$ cat src/hdl/msrp_divider.sv
// ----------------------------------------------------------------------------
// msrp_divider
// restoring divider, one quotient bit per cycle
// ----------------------------------------------------------------------------
`default_nettype none
module msrp_divider #(
   parameter int unsigned W = 16
) (
   input  wire logic         clock,
   input  wire logic         reset,
   input  wire logic         start,
   input  wire logic [W-1:0] dividend,
   input  wire logic [W-1:0] divisor,
   output logic              busy,
   output logic [W-1:0]      quotient,
   output logic [W-1:0]      remainder
);
   localparam int unsigned CW = $clog2(W + 1);
   logic [W-1:0]  quo_ff, quo_in, rem_ff, rem_in, dvs_ff, dvs_in;
   logic [CW-1:0] cnt_ff, cnt_in;
   logic          busy_ff, busy_in;
   logic [W:0]    trial;

   always_comb begin
      quo_in  = quo_ff;
      rem_in  = rem_ff;
      dvs_in  = dvs_ff;
      cnt_in  = cnt_ff;
      busy_in = busy_ff;
      trial   = {rem_ff, quo_ff[W-1]};
      if (start) begin
         quo_in  = dividend;
         rem_in  = '0;
         dvs_in  = divisor;
         cnt_in  = CW'(W);
         busy_in = 1'b1;
      end else if (busy_ff) begin
         if (trial >= {1'b0, dvs_ff}) begin
            rem_in = W'(trial - {1'b0, dvs_ff});
            quo_in = {quo_ff[W-2:0], 1'b1};
         end else begin
            rem_in = trial[W-1:0];
            quo_in = {quo_ff[W-2:0], 1'b0};
         end
         cnt_in = cnt_ff - 1'b1;
         if (cnt_ff == CW'(1)) begin
            busy_in = 1'b0;
         end
      end
   end

   always_ff @(posedge clock) begin
      quo_ff <= quo_in;
      rem_ff <= rem_in;
      dvs_ff <= dvs_in;
      cnt_ff <= cnt_in;
      if (reset) begin
         busy_ff <= 1'b0;
      end else begin
         busy_ff <= busy_in;
      end
   end

   assign busy      = busy_ff;
   assign quotient  = quo_ff;
   assign remainder = rem_ff;
endmodule
`default_nettype wire

$ cat config.mk
export PLATFORM = sky130hd
export DESIGN_NAME = msrp_divider
export DESIGN_NICKNAME = d
export VERILOG_FILES = /design/src/hdl/msrp_divider.sv
export SDC_FILE = /design/constraint.sdc
export NUM_CORES = 1
export LEC_CHECK = 0
export ABC_AREA = 1
export BUFFER_PORTS_ARGS = -buffer_cell sky130_fd_sc_hd__buf_2
export CORE_MARGIN = 2
export CORE_UTILIZATION = 55
export CTS_CLUSTER_DIAMETER = 120
export DETAILED_ROUTE_END_ITERATION = 10
export PLACE_DENSITY = 0.83
export SLEW_MARGIN = 20
export SYNTH_ARGS = -nofsm -noshare
export SYNTH_HDL_FRONTEND = slang
export SYNTH_SLANG_ARGS = --single-unit
$ cat constraint.sdc
create_clock -name clock -period 2.8 [get_ports clock]
set_input_delay 0.84 -clock clock [delete_from_list [all_inputs] [get_ports clock]]
set_output_delay 0.84 -clock clock [all_outputs]
set_load 0.1 [all_outputs]
After elaboration in Yosys (flattened, before gate mapping)
Cells that the tools add are included.
{"block": "classes", "add_sub_neg": 2, "n_lt_le_gt_ge": 1, "n_eq_ne": 1, "muxes": 7, "n_reduce_logical": 1}
{"cell": "$mux 16", "count": 3}
{"cell": "$ge 17x16->1", "count": 1}
{"cell": "$sub 16x16->16", "count": 1}
{"cell": "$eq 5x1->1 const B", "count": 1}
{"cell": "$sub 5x1->5 const B", "count": 1}
{"cell": "$mux 1", "count": 4}
{"cell": "$reduce_bool 2->1", "count": 1}
{"block": "totals", "register_bits": 54, "input_bits": 35, "output_inout_bits": 33, "word_cells": 17}

Logic depth before layout (Yosys ltp)
{"block": "depth", "depth_word": 4, "ltp_mapped": 14, "depth_no_buf": 14}

Worst setup path before layout
No wires, ideal clock.
{"block": "synth_path", "path_kind": "register -> register", "from": "register quo_ff[15] (netlist: quotient[15])", "to": "register rem_ff[14] (netlist: remainder[14])", "setup_time_ns": 0.116, "t_arrival_ns": 2.409, "required_time_ns": 2.684, "path_slack_ns": 0.276, "stages_incl_launch_ff": 12, "n_path_buf": 0, "period_less_slack_ns": 2.524, "path_cell_list": "edfxtp_1 -> inv_1 -> ha_1 -> fa_1 -> nor2_1 -> nor2_1 -> o21ai_1 -> nand2_1 -> nand3_1 -> nand3_2 -> nand2_1 -> nand2_1"}
{"block": "synth_between", "elab_chain_len": 2, "word_cells_on_any_way": 3, "cone_classes": "add/sub (1); order compare (1); mux (1)"}
{"item": "start: declaration", "line": "19", "source": "logic [W-1:0] quo_ff, quo_in, rem_ff, rem_in, dvs_ff, dvs_in;"}
{"item": "start signal: assignment", "line": "53", "source": "quo_ff <= quo_in;"}
{"item": "$sub 16x16->16 or $ge 17x16->1 (tied branches)", "line": "39, 38"}
{"item": "$mux 16 *", "line": "38", "source": "if (trial >= {1'b0, dvs_ff}) begin"}
{"item": "end signal: assignment", "line": "54", "source": "rem_ff <= rem_in;"}
{"item": "end: declaration", "line": "19"}
Every way passes the cells marked *; elsewhere a longest branch is shown, timed or not.
A chain may end at the register's enable or synchronous reset.

Worst setup path in the final report
{"block": "layout_path", "from": "register rem_ff[13] (netlist: remainder[13])", "to": "register rem_ff[10] (netlist: remainder[10])"}
{"block": "layout_between", "elab_chain_len": 2}
{"item": "$ge 17x16->1", "line": "38"}
{"item": "$mux 16", "line": "38"}
No other way between the ends.

==> results.md <==
* Clock skew after layout at 0.007183 ns
* Final setup fails at 0
* Buffers plus inverters on the worst setup path at 0
* Starting density of the core at 56.14%
* Library cell contributing the largest single delay on the critical path: sky130_fd_sc_hd__ha_1
* Post-CTS setup repair buffer count at 0
* Diodes inserted at 0
* F_max at 0.4504 GHz
* Portion of synthesized cell area occupied by the leading cell type at 29.26%
* Post-synthesis average cell area at 7.414 um2
* Area growth from synthesis to final layout at 15.66%
* Final routed wire length divided by cell count at 12.62 um
* Transition at the pin with the smallest max-transition slack at 0.8332 ns
* Number of antenna violations at the first check in global routing at 0
* Max Root-Sink Buffers at 2
* Highest-count cells in the layout ignoring fill and taps: sky130_fd_sc_hd__nand2_1, sky130_fd_sc_hd__inv_1, sky130_fd_sc_hd__buf_2
* DRC Markers at 0
* Count of unique library cells instantiated by Yosys at 35
* Required @ worst endpoint at 3.05 ns
* Synth Area in XOR/XNOR at 1.867%
* Length of the first detailed-routing pass in iterations at 4
* Total of warnings raised by yosys at 0
* Share of flip-flops with an asynchronous set or reset after synthesis at 0%
* Setup repair after global routing missed its margin: no
* Hold Fails Final Rpt at 0
* Remaining global-route overflow at 0
* Antenna violation net count after detailed routing at 0
* Count of buffers inserted at the top-level ports at 67
* Critical setup path kind: reg -> reg
* Fraction of power consumed by the clock network at 27.1%
* Setup total negative slack at 0 ns
* Placement row count at 28
* Clock sinks at 54
* Post-synth EDFFs at 32
* Vias in the first global route at 2866
* Aggregate global-route resource usage at 24.64%
* Total leakage power at 2.095 nW
* Power per cell area at 526.9 nW/um2
* Max-cap violations at 0
* Maximum fanout along the worst path at 18
* Floorplan die area at 6606 um2
* Worst setup slack for register-to-register paths at 0.58 ns
* Number of buffers added to fix hold violations after cts at 0
* Drt first-iter violations at 219
* Cell-internal power at 1.309 mW
* Status: finished, final reports clean
* Fraction of the mapped netlist area in simple logic gates at 33.10%
* Maximum level of the CTS H-tree at 2
* Nets@finish at 566
* Combinational family with the most area after synthesis: simple AND/OR/NAND/NOR gates
* Critical path data arrival time at 2.47 ns
* Die boundary width at 81.28 um
* Vias post-DR at 3003
* Post-detailed-placement half-perimeter wirelength at 5.615 mm
* Clock-pin slew reported for the worst setup and hold paths after clock tree synthesis at 0.10 ns
* Critical path startpoint category: flip-flop
* Final clock period utilization by the worst path at 79.30%
* Maximum number of pins on one net before global-route repair at 25
* CTS tree: built
* Vias/cell at 5.107
* Most common cell after layout, fill and taps aside: sky130_fd_sc_hd__nand2_1
* Share of layout cells above drive strength 1 at 17.93%
* Sequential fraction of design power at 47.5%
* Floorplan Core Area at 5851 um2
* Slowest Stage Delay on Critical Path at 0.40 ns
* Kind of cell with the highest combined delay on the critical path: simple AND/OR/NAND/NOR gates
* Post-CTS Resized at 0
* Worst hold path class: reg -> reg
* Root buffer cell: sky130_fd_sc_hd__clkbuf_8
* Post-synthesis register bit count at 54
* Max-slew headroom at 44.39%
* First-pass GRT wire length at 12.66 mm
* Final Routed Wirelength at 7.418 mm
* Number of instances in the synthesized netlist at 443
* Dominant cells by area after synthesis: sky130_fd_sc_hd__edfxtp_1, sky130_fd_sc_hd__nand2_1, sky130_fd_sc_hd__dfxtp_1, sky130_fd_sc_hd__inv_1, sky130_fd_sc_hd__ha_1
* Count of pins on the block boundary at 68
* Cts bufs inserted at 5
* Net switching fraction of the power at 34.61%
* Library cell occupying the most area in the post-synthesis netlist: sky130_fd_sc_hd__edfxtp_1
* Die height at 81.28 um
* Multiplexer area fraction after synthesis at 0%
* Compound-cell area share of the yosys netlist at 4.533%
* Core utilization of the finished layout at 64.93%
* Number of slew-limit violations in the final report at 0
* Final Wtd Congestion at 0.9407
* Worst skew pair latency at 0.32 ns
* Net switching component of the power at 0.6926 mW
* Sequential element share of the synthesized area at 42.67%
* Critical Path Most Common Cell: sky130_fd_sc_hd__nand2_1
* Capturing element type of the critical path: flip-flop
* Netlist Area Pre-Place at 3284 um2
* Fill count at 523
* Minimum clock period at 2.220 ns
* Critical path cell sequence: ha_1 -> a21oi_2 -> o21a_1 -> nand2_1 -> nor2_4 -> nand2_4 -> nand2_1 -> nand3_2 -> o21ai_2
* Most used flip-flop cell after synthesis: sky130_fd_sc_hd__edfxtp_1
* Fraction of the mapped netlist area in adder cells at 7.467%
* Part of the total power dissipated in combinational logic at 25.4%
* Post-synthesis net count at 497
* Worst IR Drop VDD at 0.3846 mV
cells by family (layout without fill, tap and decap cells):
logic type      after synthesis  count (layout)
xor+xnor                      7               7
buf+inv                      85             155
fa+ha+maj                    19              19
simple gates                252             252
flops                        54              54
compound gates               26              26
power groups by stage:
stage,sequential [mW],clock [mW],combinational [mW]
2_1_floorplan,1.16,0,0.203
3_3_place_gp,0.967,0,0.497
3_5_place_dp,0.968,0,0.507
4_1_cts,0.951,0.544,0.509
5_1_grt,0.960,0.571,0.559
6_report,0.951,0.543,0.508
per-layer routing:
layer  GRT usage (%)  up-vias  wire length, um  share of wire (%)
li1                -     1533                -                  -
met1           31.43     1355             3196                 43
met2           41.07      102             3596                 48
met3           4.778       13              460                6.2
met4           9.661        0              165                2.2
met5               0        -                0                  0
state kept, by name (all words and copies together), names as in the netlist:
signal	count
dvs_ff	16
quotient	16
remainder	16
cnt_ff	5
busy	1
cell type report:
cell class | count | area [um2] | area share [%]
Sequential cell | 54 | 1401 | 36.89
Tap cell | 75 | 93.84 | 2.470
Timing Repair Buffer | 70 | 357.8 | 9.420
Inverter | 77 | 289.0 | 7.609
Clock buffer | 5 | 68.82 | 1.812
Multi-Input combinational cell | 304 | 1545 | 40.68
Clock inverter | 3 | 42.54 | 1.120
synth_stat cells (4+ instances only):
master,number
sky130_fd_sc_hd__a21oi_1,9
sky130_fd_sc_hd__ha_1,18
sky130_fd_sc_hd__nand4_1,4
sky130_fd_sc_hd__nand3b_1,7
sky130_fd_sc_hd__edfxtp_1,32
sky130_fd_sc_hd__nor2_1,22
sky130_fd_sc_hd__o21ai_0,9
sky130_fd_sc_hd__nand3_1,39
sky130_fd_sc_hd__nor3_1,4
sky130_fd_sc_hd__dfxtp_1,22
sky130_fd_sc_hd__inv_1,74
sky130_fd_sc_hd__nand2_1,166
sky130_fd_sc_hd__xnor2_1,5
metrics by stage:
| stage | setup slack [ns] | cells | total power, mW | hold slack [ns] | instance area (um2) |
|---|---|---|---|---|---|
| finish | 0.5796 | 588 | 2.001 | 0.4899 | 3799 |
| floorplan | 0.2756 | 443 | 1.365 | 0.4284 | 3284 |
| global route | 0.3806 | 588 | 2.090 | 0.5208 | 3799 |
| CTS | 0.5671 | 588 | 2.005 | 0.4903 | 3796 |
| detailed placement | 0.4203 | 580 | 1.475 | 0.4721 | 3685 |
| global placement | 0.4885 | 580 | 1.464 | 0.4395 | 3685 |
tightest hold or removal path, stage by stage, from the launching register on:
cell and delay, ns:
sky130_fd_sc_hd__dfxtp_1 0.34, sky130_fd_sc_hd__nand2_1 0.07, sky130_fd_sc_hd__nand2_1 0.04
worst paths after layout:
path	start	to	cells past startpoint
worst max register to register	remainder[13]	remainder[10]	9
worst min register to register	remainder[12]	remainder[12]	2
worst min-delay path	remainder[12]	remainder[12]	2
worst max-delay path	remainder[13]	remainder[10]	9
Note: power is estimated with default switching activity, not from simulation.
